File: config.mk
export PLATFORM = sky130hd
export DESIGN_NAME = cba_ctrl
export DESIGN_NICKNAME = d
export VERILOG_FILES = /design/src/rtl/cba_pkg.sv /design/src/rtl/cba_ctrl.sv
export SDC_FILE = /design/constraint.sdc
export NUM_CORES = 1
export LEC_CHECK = 0
export ABC_AREA = 1
export BUFFER_PORTS_ARGS = -buffer_cell sky130_fd_sc_hd__buf_4
export CAP_MARGIN = 15
export CELL_PAD_IN_SITES_DETAIL_PLACEMENT = 0
export CELL_PAD_IN_SITES_GLOBAL_PLACEMENT = 2
export CORE_MARGIN = 4
export CORE_UTILIZATION = 32
export CTS_BUF_LIST = sky130_fd_sc_hd__clkbuf_8
export CTS_CLUSTER_DIAMETER = 30
export DETAILED_ROUTE_END_ITERATION = 12
export MAX_ROUTING_LAYER = met4
export PLACE_DENSITY_LB_ADDON = 0.1
export SLEW_MARGIN = 20
export SYNTH_ARGS = -nofsm -noshare
export SYNTH_HDL_FRONTEND = slang
export SYNTH_SLANG_ARGS = --single-unit
File: constraint.sdc
create_clock -name clk -period 11.7 [get_ports clk]
set_clock_uncertainty 0.15 [all_clocks]
set_input_delay 0.585 -clock clk [delete_from_list [all_inputs] [get_ports clk]]
set_output_delay 0.585 -clock clk [all_outputs]
set_load 0.02 [all_outputs]
File: src/rtl/cba_pkg.sv
// Shared constants, types and word-mask helpers for the cluster bitmap allocator.
`timescale 1ns / 1ps

package cba_pkg;

  // Map geometry.
  localparam int NUM_CLUSTERS = 16384;
  localparam int FIRST_USABLE = 2;
  localparam int WORD_W       = 64;
  localparam int BIT_W        = $clog2(WORD_W);
  localparam int NUM_WORDS    = (NUM_CLUSTERS + WORD_W - 1) / WORD_W;
  localparam int ADDR_W       = (NUM_WORDS > 1) ? $clog2(NUM_WORDS) : 1;
  localparam int PTR_W        = ADDR_W + BIT_W;
  localparam int FIRST_WORD   = FIRST_USABLE / WORD_W;
  // The distinct words that a scan visits. The start word is visited twice.
  localparam int SCAN_WORDS   = NUM_WORDS - FIRST_WORD;
  localparam int VISIT_W      = $clog2(SCAN_WORDS + 2);

  // Field widths on the ports.
  localparam int CMD_W     = 2;
  localparam int NUMBER_W  = 16;
  localparam int CLUSTER_W = 14;
  localparam int STATUS_W  = 3;

  typedef logic [WORD_W-1:0]    word_t;
  typedef logic [ADDR_W-1:0]    addr_t;
  typedef logic [BIT_W-1:0]     bit_idx_t;
  typedef logic [PTR_W-1:0]     ptr_t;
  typedef logic [CMD_W-1:0]     cmd_t;
  typedef logic [NUMBER_W-1:0]  number_t;
  typedef logic [CLUSTER_W-1:0] cluster_t;
  typedef logic [STATUS_W-1:0]  status_t;

  // Command codes.
  localparam cmd_t CMD_ALLOC = 2'd0;
  localparam cmd_t CMD_FREE  = 2'd1;
  localparam cmd_t CMD_CLEAR = 2'd2;

  // Status codes.
  localparam status_t STAT_ALLOCATED = 3'd0;
  localparam status_t STAT_FREED     = 3'd1;
  localparam status_t STAT_IGNORED   = 3'd2;
  localparam status_t STAT_FULL      = 3'd3;
  localparam status_t STAT_CLEARED   = 3'd4;

  // Request from the controller to the map store.
  typedef struct packed {
    logic  rd_en;
    addr_t rd_addr;
    logic  wr_en;
    addr_t wr_addr;
    word_t wr_data;
    logic  clear;
  } map_req_t;

  // Finished result from the controller to the output stage.
  typedef struct packed {
    logic     valid;
    cluster_t cluster;
    status_t  status;
  } result_t;

  // Bits of a word that hold clusters an allocate may grant.
  function automatic word_t usable_mask(input addr_t a);
    word_t m;
    int    c;
    for (int i = 0; i < WORD_W; i++) begin
      c    = int'(a) * WORD_W + i;
      m[i] = (c >= FIRST_USABLE) && (c < NUM_CLUSTERS);
    end
    return m;
  endfunction

  // Contents of a word right after reset or a clear command.
  function automatic word_t reset_word(input addr_t a);
    word_t m;
    int    c;
    for (int i = 0; i < WORD_W; i++) begin
      c    = int'(a) * WORD_W + i;
      m[i] = (c < FIRST_USABLE);
    end
    return m;
  endfunction

endpackage

File: src/rtl/cba_ctrl.sv
// Command sequencer: next-fit word scan, free read-modify-write, clear and pointer.
`timescale 1ns / 1ps

module cba_ctrl (
  input  logic                clk,
  input  logic                rst,
  input  logic                in_valid,
  output logic                in_stall,
  input  cba_pkg::cmd_t       command,
  input  cba_pkg::number_t    cluster_number,
  output cba_pkg::map_req_t   map_req,
  input  cba_pkg::word_t      map_rd_data,
  output cba_pkg::result_t    result,
  input  logic                result_take
);

  typedef enum logic [3:0] {
    S_IDLE    = 4'b0001,
    S_FREE    = 4'b0010,
    S_SCAN    = 4'b0100,
    S_DELIVER = 4'b1000
  } state_t;

  localparam int                   PTR_W_EXT = cba_pkg::PTR_W + 1;
  localparam logic [PTR_W_EXT-1:0] TOTAL_EXT = PTR_W_EXT'(cba_pkg::NUM_CLUSTERS);
  localparam logic [PTR_W_EXT-1:0] FIRST_EXT = PTR_W_EXT'(cba_pkg::FIRST_USABLE);
  localparam logic [cba_pkg::NUMBER_W:0] NUM_LIMIT =
    (cba_pkg::NUMBER_W + 1)'(cba_pkg::NUM_CLUSTERS);

  state_t              state, state_next;
  cba_pkg::ptr_t       ptr, ptr_next;
  cba_pkg::addr_t      eval_addr, eval_addr_next;
  logic [cba_pkg::VISIT_W-1:0] visit, visit_next;
  cba_pkg::bit_idx_t   pos_bit, pos_bit_next;
  cba_pkg::addr_t      free_addr, free_addr_next;
  cba_pkg::bit_idx_t   free_bit, free_bit_next;
  cba_pkg::cluster_t   res_cluster, res_cluster_next;
  cba_pkg::status_t    res_status, res_status_next;

  logic                accept;
  cba_pkg::ptr_t       start_pos;
  cba_pkg::addr_t      start_word;
  cba_pkg::addr_t      scan_next_addr;
  cba_pkg::word_t      pos_lo_mask;
  cba_pkg::word_t      visit_mask;
  cba_pkg::word_t      free_bits;
  logic                found;
  cba_pkg::bit_idx_t   found_bit;
  cba_pkg::ptr_t       found_cluster;
  logic [PTR_W_EXT-1:0] after_found;

  assign in_stall = (state != S_IDLE);
  assign accept   = in_valid && !in_stall;

  assign result.valid   = (state == S_DELIVER);
  assign result.cluster = res_cluster;
  assign result.status  = res_status;

  // A pointer outside the usable range restarts the scan at the first usable cluster.
  always_comb begin
    if (({1'b0, ptr} < FIRST_EXT) || ({1'b0, ptr} >= TOTAL_EXT)) begin
      start_pos = cba_pkg::ptr_t'(cba_pkg::FIRST_USABLE);
    end else begin
      start_pos = ptr;
    end
    start_word = start_pos[cba_pkg::PTR_W-1:cba_pkg::BIT_W];
  end

  // Word order of the scan: up to the last word, then back to the first usable word.
  assign scan_next_addr = (eval_addr == cba_pkg::addr_t'(cba_pkg::NUM_WORDS - 1)) ?
                          cba_pkg::addr_t'(cba_pkg::FIRST_WORD) :
                          eval_addr + cba_pkg::addr_t'(1);

  // The start word is seen twice: first its bits at and above the pointer, at the
  // end of the pass the bits below it.
  assign pos_lo_mask = (cba_pkg::word_t'(1) << pos_bit) - cba_pkg::word_t'(1);

  always_comb begin
    if (visit == '0) begin
      visit_mask = ~pos_lo_mask;
    end else if (visit == cba_pkg::VISIT_W'(cba_pkg::SCAN_WORDS)) begin
      visit_mask = pos_lo_mask;
    end else begin
      visit_mask = '1;
    end
    free_bits = ~map_rd_data & visit_mask & cba_pkg::usable_mask(eval_addr);
  end

  // Lowest clear bit of the word.
  always_comb begin
    found     = |free_bits;
    found_bit = '0;
    for (int i = cba_pkg::WORD_W - 1; i >= 0; i--) begin
      if (free_bits[i]) begin
        found_bit = cba_pkg::bit_idx_t'(i);
      end
    end
    found_cluster = {eval_addr, found_bit};
    after_found   = {1'b0, found_cluster} + PTR_W_EXT'(1);
  end

  always_comb begin
    state_next       = state;
    ptr_next         = ptr;
    eval_addr_next   = eval_addr;
    visit_next       = visit;
    pos_bit_next     = pos_bit;
    free_addr_next   = free_addr;
    free_bit_next    = free_bit;
    res_cluster_next = res_cluster;
    res_status_next  = res_status;
    map_req          = '0;

    unique case (state)
      S_IDLE: begin
        if (accept) begin
          res_cluster_next = '0;
          unique case (command)
            cba_pkg::CMD_ALLOC: begin
              map_req.rd_en  = 1'b1;
              map_req.rd_addr = start_word;
              eval_addr_next = start_word;
              pos_bit_next   = start_pos[cba_pkg::BIT_W-1:0];
              visit_next     = '0;
              state_next     = S_SCAN;
            end
            cba_pkg::CMD_FREE: begin
              if ({1'b0, cluster_number} < NUM_LIMIT) begin
                map_req.rd_en   = 1'b1;
                map_req.rd_addr =
                  cluster_number[cba_pkg::PTR_W-1:cba_pkg::BIT_W];
                free_addr_next  =
                  cluster_number[cba_pkg::PTR_W-1:cba_pkg::BIT_W];
                free_bit_next   = cluster_number[cba_pkg::BIT_W-1:0];
                state_next      = S_FREE;
              end else begin
                res_status_next = cba_pkg::STAT_IGNORED;
                state_next      = S_DELIVER;
              end
            end
            cba_pkg::CMD_CLEAR: begin
              map_req.clear   = 1'b1;
              ptr_next        = cba_pkg::ptr_t'(cba_pkg::FIRST_USABLE);
              res_status_next = cba_pkg::STAT_CLEARED;
              state_next      = S_DELIVER;
            end
            default: begin
              res_status_next = cba_pkg::STAT_IGNORED;
              state_next      = S_DELIVER;
            end
          endcase
        end
      end

      S_FREE: begin
        map_req.wr_en   = 1'b1;
        map_req.wr_addr = free_addr;
        map_req.wr_data = map_rd_data & ~(cba_pkg::word_t'(1) << free_bit);
        res_status_next = cba_pkg::STAT_FREED;
        state_next      = S_DELIVER;
      end

      S_SCAN: begin
        // Keep one read in flight ahead of the word being examined.
        map_req.rd_en   = 1'b1;
        map_req.rd_addr = scan_next_addr;
        if (found) begin
          map_req.wr_en    = 1'b1;
          map_req.wr_addr  = eval_addr;
          map_req.wr_data  = map_rd_data | (cba_pkg::word_t'(1) << found_bit);
          res_cluster_next = cba_pkg::cluster_t'(found_cluster);
          res_status_next  = cba_pkg::STAT_ALLOCATED;
          ptr_next         = (after_found >= TOTAL_EXT) ?
                             cba_pkg::ptr_t'(cba_pkg::FIRST_USABLE) :
                             after_found[cba_pkg::PTR_W-1:0];
          state_next       = S_DELIVER;
        end else if (visit == cba_pkg::VISIT_W'(cba_pkg::SCAN_WORDS)) begin
          res_cluster_next = '0;
          res_status_next  = cba_pkg::STAT_FULL;
          state_next       = S_DELIVER;
        end else begin
          eval_addr_next = scan_next_addr;
          visit_next     = visit + cba_pkg::VISIT_W'(1);
        end
      end

      S_DELIVER: begin
        if (result_take) begin
          state_next = S_IDLE;
        end
      end

      default: begin
        state_next = S_IDLE;
      end
    endcase
  end

  always_ff @(posedge clk) begin
    if (rst) begin
      state <= S_IDLE;
      ptr   <= cba_pkg::ptr_t'(cba_pkg::FIRST_USABLE);
    end else begin
      state <= state_next;
      ptr   <= ptr_next;
    end
  end

  always_ff @(posedge clk) begin
    eval_addr   <= eval_addr_next;
    visit       <= visit_next;
    pos_bit     <= pos_bit_next;
    free_addr   <= free_addr_next;
    free_bit    <= free_bit_next;
    res_cluster <= res_cluster_next;
    res_status  <= res_status_next;
  end

endmodule
======== Yosys cells after proc, flatten, opt, wreduce, memory -nomap -nowiden ========
Index checks and enable logic that the tools add are counted.
operators by class
  shifts and indexed selects .............. 3
  eq/ne operators ......................... 19
  muxes and demuxes ....................... 109
  bitwise logic cells ..................... 7
  add/subtract/negate cells ............... 67
  reductions and logical operators ........ 78
  $lt $le $gt $ge ......................... 131
operators with widths
  kind                                                                    number
  15-bit by 2-bit >= comparator with 1-bit output, second input constant  63
  15-bit less-than comparator, second input constant                      63
  14-bit by 6-bit adder with 15-bit output, second input constant         32
  6-bit 2-to-1 mux                                                        64
  14-bit by 5-bit adder with 15-bit output, second input constant         16
  64-bit bitwise AND                                                      3
  64-bit inverter                                                         3
  1-bit by 6-bit left shift with 64-bit output, first input constant      3
  73-bit case mux with 2 select lines                                     1
  64-bit 2-to-1 mux                                                       2
  14-bit by 4-bit adder with 15-bit output, second input constant         8
  14-bit 2-to-1 mux                                                       8
  73-bit 2-to-1 mux                                                       1
  1-bit logical AND                                                       65
  64-bit OR                                                               1
  64-bit OR reduction                                                     1
  64-bit by 1-bit subtractor with 64-bit output, second input constant    1
  14-bit by 3-bit adder with 15-bit output, second input constant         4
  14-bit case mux with 2 select lines                                     2
  9-bit 2-to-1 mux                                                        6
  9-bit case mux with 2 select lines                                      3
  8-bit 2-to-1 mux                                                        5
  14-bit by 1-bit adder with 15-bit output, second input constant         2
  14-bit by 2-bit adder with 15-bit output, second input constant         2
  34 further kinds                                                        55
word-level totals
  output and inout port bits .............. 102
  flip-flop bits (word level) ............. 72
  word-level logic and storage cells ...... 423

======== Logic depth before layout (Yosys ltp) ========
Gate-level depths: netlist of run 1.
  depth after elaboration ................. 75
  gate-level depth with buffers ........... 88
  depth with buffers taken out ............ 88

======== Least setup slack after synthesis of run 1 ========
Ideal clock, no wire load.
  kind .................................... reg-to-output
  start point ............................. register pos_bit[1]
  end point ............................... output map_req[52] (netlist name)
  arrival ................................. 6.203 ns
  slack ................................... 4.762 ns
  buffers on the path ..................... 0
  cell stages (with the launch flop) ...... 80
  data required time ...................... 10.965 ns
  path through ............................ edfxtp_1 -> nor2_2 -> nand4_1 -> nor2_1 -> inv_1 -> ha_1 -> nand2_1 -> nor2_2 -> nand4_2 -> nor2_2 -> nand2_2 -> nor2_4 -> nand2_1 -> nor2_1 -> xor2_1 -> o211ai_1 -> nand2_1 -> nand2_1 -> [44 not listed] -> nand2_1 -> nand2_1 -> nand2_1 -> nand2_1 -> nand2_1 -> nand2_1 -> nand2_1 -> nand2_1 -> nand2_2 -> nand2_4 -> nand2_4 -> inv_4 -> ha_1 -> ha_1 -> inv_1 -> nor2_1 -> nand2_1 -> o21ai_0
RTL lines
  item                    line             source
  start, declared         cba_ctrl.sv:34   cba_pkg::bit_idx_t pos_bit, pos_bit_next;
  start signal, assigned  cba_ctrl.sv:212  pos_bit <= pos_bit_next;
  end, declared           cba_ctrl.sv:11   output cba_pkg::map_req_t map_req,

==> impl_metrics.json, run 1 <==
{
  "largest_family_of_logic_cells_by_synthesized_area": "simple AND/OR/NAND/NOR gates",
  "net-switching-power_mw": 0.3166,
  "cts_tree": "done",
  "drt-vias-per-instance": 5.582,
  "clockRootBuffer": "clkbuf_8",
  "post-route-drc-count": 0,
  "postCtsHoldBufs": 0,
  "synthesized_area_fraction_occupied_by_xor_and_xnor_cells": 0.02854,
  "setup.worst_path.start_class": "flop",
  "critical_path_peak_fanout": 27,
  "drt_wl_total_mm": 47.46,
  "hold_slack_ns": 0.2196,
  "power_mw": 0.8012,
  "syn_area_sq_um": 9206,
  "setup_viol_count_final": 0,
  "r2r-start": "pos_bit[4]$_SDFFCE_PP0P_",
  "vias_in_the_first_global_route": 11240,
  "synthFlopType": "edfxtp_1",
  "most-common-layout-cells": "nand2_1 (334), nor2_1 (238), buf_4 (203), inv_1 (182), o21ai_0 (164)",
  "holdPathEnd": "free_bit[0]$_DFFE_PP_",
  "fin_ws_ns": 2.411,
  "cts-buffers-inserted": 9,
  "routedWlPerCell_microns": 22.60,
  "worst_min_path_class": "input port to flop",
  "ctsLongestPathBuffers": 2,
  "floorplan.die.height_microns": 177.6,
  "ir_drop_mv": 0.05800,
  "synth.ff_latch_count": 72,
  "cp-end-kind": "output port",
  "postLayoutCellArea_sq_um": 11110,
  "tritoncts_sinks": 72,
  "status": "completed",
  "reg2regPathDepth": 84,
  "post-route-min-period_ns": 9.289,
  "drv_slew": 0,
  "area_growth_syn_to_layout_pct": 20.63,
  "dr.pass1.iters": 6,
  "number_of_port_buffers": 187,
  "layout_commonest_cell": "nand2_1",
  "switching_share": 0.3952,
  "power_frac_seq": 0.379,
  "num_rows": 61,
  "sequential_cell_area_sq_um": 1982,
  "endpoint_arrival_time_on_the_critical_path_ns": 8.55,
  "drv_cap": 0,
  "timing.critical_path.slowest_cell_delay_ns": 0.86,
  "final_hold_viol_count": 0,
  "fraction_of_the_yosys_area_taken_by_sequential_cells": 0.2153,
  "path_class": "flop to output port",
  "cts_post_setup_buffers_inserted": 0,
  "cts_resized": 0,
  "io_pins": 188,
  "grt_first_pass_wirelength_mm": 69.84,
  "period_share": 0.7940,
  "power-per-cell-area_nw_per_um2": 72.14,
  "cell_internal_pwr_mw": 0.4845,
  "antenna_found_initial": 0,
  "detail_route.iter0.violations": 1431,
  "worstSkewPairLatency_ns": 0.38,
  "overflow": 0,
  "routed-via-count": 11720,
  "layout_cell_share_with_drive_strength_beyond_1": 0.1504,
  "utilization": 0.3954,
  "fin_cells": 2100,
  "yosys-mux-area-fraction": 0,
  "worst_hold_startpoint": "cluster_number[0]",
  "worst_setup_hold_path_clk_slew_ns": 0.10,
  "antenna_left": 0,
  "synth.distinct_cells": 47,
  "maxSlewHeadroom": 0.3237,
  "synthesis.yosys.warnings": 0,
  "number_of_enable_type_register_cells_in_the_synthesized_netlist": 54,
  "crit_path_top_delay_cell": "edfxtp_1",
  "postSynthNetCount": 1676,
  "cp.required_ns": 10.97,
  "die-area_sq_um": 31550,
  "multi_input_area_sq_um": 6152,
  "dp.cells": 2083,
  "routability_congestion_estimate": 1.004,
  "fmax_mhz": 107.7,
  "worstMarginPinSlew_ns": 1.013,
  "worstReg2RegEnd": "ptr[12]$_SDFFE_PP0P_",
  "synth_area_per_cell_sq_um": 5.830,
  "floorplan.initialDensity": 0.3278,
  "reg2reg_setup_slack_ns": 3.28,
  "coreArea_sq_um": 28090,
  "fin_setup_tns_ns": 0,
  "postSynth.asyncResetShare": 0,
  "maximum_number_of_pins_on_one_net_before_global_route_repair": 70,
  "synthAdderAreaFrac": 0.01495,
  "yosys.area_share.simple": 0.4019,
  "instance_area_at_placement_sq_um": 10880,
  "final_nets": 1814,
  "die-width_microns": 177.6,
  "layout.filler_cells": 3247,
  "power.static_leakage_nw": 5.189,
  "htreeDepth": 3,
  "share_of_power_burned_in_the_clock_network": 0.285,
  "dpl_worst_slack_ns": 2.943,
  "antenna_cells": 0,
  "netlist_instances": 1579,
  "synth_compound_area_frac": 0.2219,
  "worst_path_most_repeated_cell": "nand2_1",
  "power.share.combinational": 0.336,
  "min_delay_path_depth": 1,
  "unrepaired_setup_endpoints_after_global_routing": "false",
  "post-dp-hpwl_mm": 38.13,
  "grt_util_all_layers": 0.3000
}
## how the worst max path moves through the flow
| stage | from | to | slack [ns] | cells past startpoint |
|---|---|---|---|---|
| floorplan | pos_bit[1]$_SDFFCE_PP1P_ | map_req[52] | 4.76 | 79 |
| global placement | pos_bit[4]$_SDFFCE_PP0P_ | map_req[3] | 2.97 | 77 |
| detailed placement | pos_bit[4]$_SDFFCE_PP0P_ | map_req[3] | 2.94 | 78 |
| CTS | pos_bit[4]$_SDFFCE_PP0P_ | map_req[3] | 2.51 | 78 |
| global route | pos_bit[4]$_SDFFCE_PP0P_ | map_req[3] | 1.35 | 78 |
| finish | pos_bit[4]$_SDFFCE_PP0P_ | map_req[3] | 2.41 | 78 |
## sequential cells by signal (all words and copies together) (netlist names)
name	count
ptr	14
res_cluster	14
res_status	3
pos_bit	6
state	4
free_addr	8
eval_addr	8
visit	9
free_bit	6
## kinds of logic (layout without fill, tap and decap cells)
logic type | Yosys count | after routing
AOI/OAI and AO/OA | 353 | 353
xor gates and xnor gates | 30 | 30
adders and majority gates | 11 | 11
buffers and inverters | 276 | 419
DFF | 72 | 72
and+or+nand+nor | 837 | 837
## power by group through the flow
stage	logic, mW	registers, mW	clock network [mW]
2_1_floorplan	0.146	0.317	0
3_3_place_gp	0.268	0.309	0
3_5_place_dp	0.267	0.309	0
4_1_cts	0.267	0.304	0.235
5_1_grt	0.293	0.306	0.242
6_report	0.269	0.303	0.229
## metal layers
layer,vias up,share of wire,track usage
met5,-,0,-
met4,0,0.026,0.07670
met3,57,0.070,0.03856
met2,500,0.47,0.4885
met1,5513,0.44,0.3962
li1,5652,-,-
## cell type report
cell class,count,share of cell area
Clock buffer,9,0.01115
Multi-Input combinational cell,1231,0.5540
Clock inverter,7,0.007774
Sequential cell,72,0.1785
Timing Repair Buffer,204,0.1386
Inverter,199,0.06749
Tap cell,378,0.04259
## worst max-delay path: cells and delay by family, from the launching register on
| kind | cells | cell delay, ns |
|---|---|---|
| buffers and inverters | 4 | 0.74 |
| adder cells (fa/ha/maj) | 2 | 0.33 |
| AND/OR/NAND/NOR | 68 | 5.48 |
| XOR/XNOR | 1 | 0.20 |
| flip-flops | 1 | 0.86 |
| AO/OA/AOI/OAI | 3 | 0.54 |
## cell usage after synthesis, types with 3 or more instances
cell | number | area (sq um)
a211o_1 | 5 | 43.79
a21oi_1 | 76 | 380.4
a22oi_1 | 8 | 60.06
a31oi_1 | 22 | 137.6
a32o_1 | 11 | 110.1
and2_1 | 3 | 18.77
buf_1 | 5 | 18.77
buf_2 | 10 | 50.05
buf_4 | 4 | 30.03
clkbuf_1 | 56 | 210.2
clkinv_1 | 6 | 22.52
dfxtp_1 | 18 | 360.4
edfxtp_1 | 54 | 1622
ha_1 | 11 | 137.6
inv_1 | 182 | 683.2
inv_2 | 10 | 37.54
nand2_1 | 335 | 1257
nand3_1 | 103 | 515.5
nand3b_1 | 3 | 22.52
nand4_1 | 70 | 437.9
nor2_1 | 238 | 893.4
nor2_2 | 7 | 43.79
nor2_4 | 5 | 56.30
nor3_1 | 41 | 205.2
nor3_2 | 4 | 40.04
nor4_1 | 15 | 93.84
o211ai_1 | 20 | 150.1
o21ai_0 | 164 | 820.8
o21bai_1 | 8 | 60.06
o221ai_1 | 11 | 96.34
o22ai_1 | 21 | 131.4
xnor2_1 | 9 | 78.83
xor2_1 | 21 | 183.9
(Power assumes the default switching activity.)
==> inputs of run 2 (changes only) <==
Settings changed: CORE_UTILIZATION 32 to 27.
Clock period 11.7 ns to 8.4 ns, I/O delays scaled along.
==> run 2 against run 1 <==
  * Non-clock buffer count increased by 92
  * Worst hold slack got worse by 0.16 ns
  * Register-to-register slack got worse by 2.5 ns
  * Design area increased by 15%
  * Via count increased by 4.9%
  * Critical path depth increased by 2
  * Cell count increased by 7.7%
  * Largest power group is now combinational logic
  * Global-route usage decreased by 1.1 points
  * Power increased by 47%
  * Flip-flop and latch count unchanged
==> impl_metrics.json, run 2 (synthesis results as in run 1) <==
{
  "grtUsageMet1": 0.3650,
  "grt_first_pass_wirelength_mm": 76.79,
  "worst_min_path_class": "input port to flop",
  "maxSlewHeadroom": 0.2961,
  "routedWlPerCell_microns": 24.24,
  "fmax_mhz": 127.6,
  "worstSkewPairLatency_ns": 0.38,
  "layout_commonest_cell": "nand2_1",
  "final_nets": 1906,
  "drv_slew": 0,
  "antenna_found_initial": 0,
  "cts-buffers-inserted": 9,
  "period_share": 0.9333,
  "gr_util_met3": 0.03003,
  "grt_util_met2": 0.4937,
  "htreeDepth": 3,
  "drt-vias-per-instance": 5.435,
  "crit_path_top_delay_cell": "edfxtp_1",
  "worst_path_most_repeated_cell": "nand2_1",
  "worstMarginPinSlew_ns": 1.048,
  "fin_setup_tns_ns": 0,
  "power-per-cell-area_nw_per_um2": 91.84,
  "die-width_microns": 192.7,
  "timing.critical_path.slowest_cell_delay_ns": 0.38,
  "drv_cap": 0,
  "utilization": 0.3810,
  "power.static_leakage_nw": 5.812,
  "grt_most_used_layer": "met2",
  "layout_cell_share_with_drive_strength_beyond_1": 0.2834,
  "maximum_number_of_pins_on_one_net_before_global_route_repair": 46,
  "path_class": "flop to output port",
  "tritoncts_sinks": 72,
  "number_of_port_buffers": 187,
  "most-common-layout-cells": "nand2_1 (305), buf_4 (279), inv_1 (172), nor2_1 (170), o21ai_0 (142)",
  "floorplan.die.height_microns": 192.7,
  "routability_congestion_estimate": 0.9981,
  "io_pins": 188,
  "worst_setup_hold_path_clk_slew_ns": 0.09,
  "setup_viol_count_final": 0,
  "dr.pass1.iters": 5,
  "fin_cells": 2262,
  "cts_tree": "done",
  "grt_util_all_layers": 0.2887,
  "layout_top_registers": "ptr x14, res_cluster x14, visit x9",
  "postCtsHoldBufs": 0,
  "clockRootBuffer": "clkbuf_8",
  "endpoint_arrival_time_on_the_critical_path_ns": 7.27,
  "drt_wl_total_mm": 54.83,
  "postLayoutCellArea_sq_um": 12810,
  "setup.worst_path.start_class": "flop",
  "final_hold_viol_count": 0,
  "area_growth_syn_to_layout_pct": 39.11,
  "cp-end-kind": "output port",
  "vias_in_the_first_global_route": 11590,
  "post-route-drc-count": 0,
  "ctsLongestPathBuffers": 2,
  "die-area_sq_um": 37120,
  "post-route-min-period_ns": 7.840,
  "layout.filler_cells": 3820,
  "overflow": 0,
  "cp.required_ns": 7.83,
  "dp.cells": 2188,
  "coreArea_sq_um": 33620,
  "post-dp-hpwl_mm": 43.61,
  "instance_area_at_placement_sq_um": 11230,
  "ir_drop_mv": 0.1592,
  "floorplan.initialDensity": 0.2739,
  "num_rows": 67,
  "status": "completed",
  "unrepaired_setup_endpoints_after_global_routing": "true",
  "antenna_cells": 0,
  "routed-via-count": 12300,
  "antenna_left": 0,
  "critical_path_peak_fanout": 11,
  "detail_route.iter0.violations": 1121
}
run 2: cell types whose count changed in the layout (fill, tap and decap cells not counted), sizes merged:
cell,delta
buf,+91
inv,-3
clkinv,+2
bufinv,+1
clkbuf,+1
run 2: critical path: cells and delay by family (launching register included):
kind            cells  cell delay [ns]
fa+ha+maj           1             0.17
flops               1             0.38
simple gates       69             4.91
compound gates      4             0.59
buf+inv             6             0.90
run 2: metrics by stage:
step	worst slack (ns)	hold WS [ns]	power [mW]
2_1_floorplan	1.627	0.2953	0.6443
3_3_place_gp	0.4768	0.3097	0.8258
3_5_place_dp	0.5394	0.3105	0.8228
4_1_cts	0.1081	0.04398	1.134
5_1_grt	-0.1771	0.04420	1.237
6_report	0.5603	0.06159	1.176
run 2: cell type report:
| cell class | instances | area [sq um] | area share |
|---|---|---|---|
| multi-input cells | 1231 | 6963 | 0.5437 |
| repair buffers | 296 | 2320 | 0.1811 |
| flip-flops and latches | 72 | 1982 | 0.1547 |
| inverters | 199 | 764.5 | 0.05969 |
| well taps | 448 | 560.5 | 0.04377 |
| clock buffers | 9 | 123.9 | 0.009672 |
| clock inverters | 7 | 93.84 | 0.007327 |
run 2: path summary, 6_finish.rpt:
| check | end | slack (ns) | startpoint | cells after the start |
|---|---|---|---|---|
| worst max-delay path | map_req[22] | 0.56 | pos_bit[2]$_SDFFCE_PP0P_ | 80 |
| worst min-delay path | free_bit[5]$_DFFE_PP_ | 0.06 | cluster_number[5] | 1 |
| worst max register to register | ptr[12]$_SDFFE_PP0P_ | 0.82 | pos_bit[2]$_SDFFCE_PP0P_ | 84 |
| worst min register to register | ptr[0]$_SDFFE_PP0P_ | 0.32 | ptr[0]$_SDFFE_PP0P_ | 2 |
run 2: routing by layer:
layer,wire length (microns),vias to the layer above
li1,-,5841
met1,22350,5816
met2,26850,562
met3,3847,76
met4,1787,0
met5,0,-
run 2: where the power goes:
group	switching [mW]	total [mW]	leakage, nW	internal, mW
Clock	0.142	0.310	0.108	0.168
Sequential	0.0126	0.420	0.652	0.408
Combinational	0.292	0.446	5.05	0.155
Total	0.446	1.18	5.81	0.730
run 2: what timing repair did:
action	4_1_cts	5_1_grt
endpoints found under the setup margin	0	76
gates resized for setup	0	260
buffers inserted	0	57
==> inputs of run 3 (changes only) <==
Settings changed: ABC_AREA 1 to default, CORE_MARGIN 4 to default, CORE_UTILIZATION 27 to 29.
==> run 3 against run 2 <==
  * Worst hold slack better by 0.0070 ns
  * Sequential share of layout area up 3.1 points
  * Routed wire length down 16%
  * Worst setup slack better by 0.32 ns
  * Clock power down 7.4%
  * Via count down 15%
  * Utilization down 2.1 points
  * Synthesized cell count down 24%
  * Register-to-register slack better by 0.70 ns
  * Flip-flop and latch count unchanged
  * Count of clock-buffer cells in the layout up 1
  * Design area down 17%
==> impl_metrics.json, run 3 <==
{
  "status": "completed",
  "fraction_of_the_yosys_area_taken_by_sequential_cells": 0.2280,
  "cp-end-kind": "output port",
  "fmax_mhz": 132.9,
  "cts_post_setup_buffers_inserted": 0,
  "postCtsHoldBufs": 0,
  "synthFlopType": "edfxtp_1",
  "synthesized_area_fraction_occupied_by_xor_and_xnor_cells": 0.05629,
  "unrepaired_setup_endpoints_after_global_routing": "false",
  "area_growth_syn_to_layout_pct": 22.46,
  "share_of_power_burned_in_the_clock_network": 0.290,
  "tritoncts_sinks": 72,
  "power_frac_seq": 0.420,
  "post_synth_most_frequent_cells": "a21oi_1 (149), o21ai_0 (148), nor2_1 (87)",
  "post-route-drc-count": 0,
  "cp_cell_sequence": "or2_2 > or2_2 > ha_1 > buf_4 > or2_2 > a211o_1 > a2111oi_0 > a221o_1 > o41ai_1 > a211oi_1 > o221ai_1 > a21oi_1 > or3_1 > a21o_1 > ha_1 > inv_1 > nor2_1 > inv_1 > o21ai_0 > buf_4",
  "post-route-min-period_ns": 7.523,
  "drt-vias-per-instance": 6.071,
  "postSynth.asyncResetShare": 0,
  "clockRootBuffer": "clkbuf_8",
  "drt_wl_total_mm": 45.90,
  "power-per-cell-area_nw_per_um2": 93.04,
  "synth_compound_area_frac": 0.3566,
  "path_class": "flop to output port",
  "maxSlewHeadroom": 0.3189,
  "synth.ff_latch_count": 72,
  "routability_congestion_estimate": 1.025,
  "layout_commonest_cell": "buf_4",
  "synth_area_per_cell_sq_um": 7.267,
  "worstSkewPairLatency_ns": 0.36,
  "synth.distinct_cells": 91,
  "worst_setup_hold_path_clk_slew_ns": 0.09,
  "yosys-mux-area-fraction": 0.003455,
  "crit_path_top_delay_cell": "edfxtp_1",
  "cp-startpoint": "pos_bit[1]$_SDFFCE_PP1P_",
  "path_delay_family": "compound AO/OA/AOI/OAI gates",
  "instance_area_at_placement_sq_um": 10450,
  "fin_setup_tns_ns": 0,
  "antenna_left": 0,
  "maximum_number_of_pins_on_one_net_before_global_route_repair": 58,
  "worst_hold_startpoint": "cluster_number[4]",
  "post-dp-hpwl_mm": 36.45,
  "worstMarginPinSlew_ns": 1.009,
  "min_delay_path_depth": 1,
  "yosys.area_share.simple": 0.2777,
  "period_share": 0.8957,
  "worst_min_path_class": "input port to flop",
  "switching_share": 0.3445,
  "dp.cells": 1708,
  "fin_cells": 1724,
  "critical_path_cell_count": 20,
  "coreArea_sq_um": 29560,
  "antenna_found_initial": 0,
  "antenna_cells": 0,
  "routedWlPerCell_microns": 26.62,
  "synthAdderAreaFrac": 0.01584,
  "power.share.combinational": 0.290,
  "layout.filler_cells": 3248,
  "ir_drop_mv": 0.06821,
  "setup_viol_count_final": 0,
  "drv_slew": 0,
  "postSynthNetCount": 1293,
  "dr.pass1.iters": 6,
  "r2r-start": "pos_bit[1]$_SDFFCE_PP1P_",
  "setup.worst_path.start_class": "flop",
  "layout_cell_share_with_drive_strength_beyond_1": 0.2076,
  "final_hold_viol_count": 0,
  "timing.critical_path.slowest_cell_delay_ns": 0.75,
  "cts_resized": 0,
  "cts_tree": "done",
  "post-synth-top-area-cell": "edfxtp_1",
  "utilization": 0.3600,
  "endpoint_arrival_time_on_the_critical_path_ns": 6.95,
  "netlist_instances": 1196,
  "syn_area_sq_um": 8691,
  "number_of_port_buffers": 187,
  "ctsLongestPathBuffers": 2,
  "grt_first_pass_wirelength_mm": 66.40,
  "reg2reg_setup_slack_ns": 1.52,
  "floorplan.initialDensity": 0.2940,
  "largest_family_of_logic_cells_by_synthesized_area": "compound AO/OA/AOI/OAI gates",
  "postLayoutCellArea_sq_um": 10640,
  "cp_num_buf_inv": 4,
  "worst_path_most_repeated_cell": "or2_2",
  "routed-via-count": 10470,
  "vias_in_the_first_global_route": 10100,
  "most-common-layout-cells": "buf_4 (216), a21oi_1 (149), o21ai_0 (147), nor2_1 (87), nand2_1 (80)",
  "net-switching-power_mw": 0.3411,
  "cell_internal_pwr_mw": 0.6491,
  "final_nets": 1426,
  "reg2regPathDepth": 21,
  "critical_path_peak_fanout": 24,
  "layout_top_registers": "ptr x14, res_cluster x14, visit x9",
  "floorplan.die.height_microns": 175.1,
  "number_of_enable_type_register_cells_in_the_synthesized_netlist": 54,
  "cts-buffers-inserted": 9,
  "overflow": 0,
  "grt_util_all_layers": 0.3021,
  "drv_cap": 0,
  "synth.top_cells.by_area": "edfxtp_1 (19%), a21oi_1 (8.6%), o21ai_0 (8.5%)",
  "die-area_sq_um": 30670,
  "die-width_microns": 175.1,
  "cp.required_ns": 7.83,
  "synthDominantCellAreaShare": 0.1866,
  "htreeDepth": 3,
  "detail_route.iter0.violations": 1098,
  "power.static_leakage_nw": 3.954,
  "hold_slack_ns": 0.06860,
  "num_rows": 63,
  "io_pins": 188,
  "synth.most_common_cell": "a21oi_1",
  "synthesis.yosys.warnings": 0
}
==> run 3: changes by cell type after synthesis, moves of 18 or more <==
cell      delta
nand2_1    -255
nor2_1     -151
inv_1      -150
a21oi_1     +73
nand3_1     -64
nand4_1     -61
or3_1       +33
xnor2_1     +25
a21o_1      +20
a211oi_1    +19
nand2b_1    +18
==> run 3: cells by family after synthesis <==
kind of cell    Yosys count
buf+inv                 129
flops                    72
compound gates          498
xor+xnor                 48
simple gates            435
mux                       3
fa+ha+maj                11
==> run 3: worst register-to-register path, stage by stage, from the launching register on <==
cell and delay, ns:
edfxtp_1 0.92, or2_2 0.40, or2_2 0.17, ha_1 0.39, buf_4 0.33, clkinv_1 0.32
a21oi_1 0.26, nand4_1 0.24, a31o_2 0.38, a2111oi_2 0.26, nand3_1 0.22, a2111oi_0 0.34
a21oi_1 0.18, or3_1 0.46, a21o_1 0.28, inv_1 0.10, ha_1 0.24, inv_1 0.11
nor4_4 0.50, and2_1 0.24, nor2_1 0.11, a22o_1 0.21
==> run 3: cell type report <==
| type | instances | area (sq um) | area share |
|---|---|---|---|
| Tap cell | 390 | 488.0 | 0.04585 |
| Clock buffer | 10 | 137.6 | 0.01293 |
| Clock inverter | 6 | 60.06 | 0.005643 |
| Timing Repair Buffer | 217 | 1642 | 0.1542 |
| Sequential cell | 72 | 1982 | 0.1862 |
| Inverter | 34 | 127.6 | 0.01199 |
| Multi-Input combinational cell | 995 | 6206 | 0.5831 |
==> run 3: routing by layer <==
layer	GRT usage	up-vias	share of wire
li1	-	4819	-
met1	0.3888	5073	0.43
met2	0.4716	474	0.46
met3	0.02742	101	0.060
met4	0.1540	0	0.053
met5	-	-	0
==> run 3: power groups by stage <==
stage          sequential, mW  clock (mW)  combinational [mW]
6_report                0.416       0.287               0.287
5_1_grt                 0.418       0.304               0.304
4_1_cts                 0.416       0.293               0.284
3_5_place_dp            0.424           0               0.282
3_3_place_gp            0.423           0               0.285
2_1_floorplan           0.429           0               0.136
==> run 3: metrics by stage <==
| step | total power, mW | worst slack, ns |
|---|---|---|
| final | 0.9902 | 0.8765 |
| after global routing | 1.026 | 0.4653 |
| after CTS | 0.9924 | 1.110 |
| after detailed placement | 0.7054 | 1.521 |
| after global placement | 0.7082 | 1.535 |
| after floorplan | 0.5648 | 2.668 |
==> run 3: worst paths after layout <==
kind	end
hold reg to reg	ptr[0]$_SDFFE_PP0P_
setup reg to reg	ptr[5]$_SDFFE_PP0P_
hold / removal	free_bit[4]$_DFFE_PP_
setup / recovery	map_req[46]
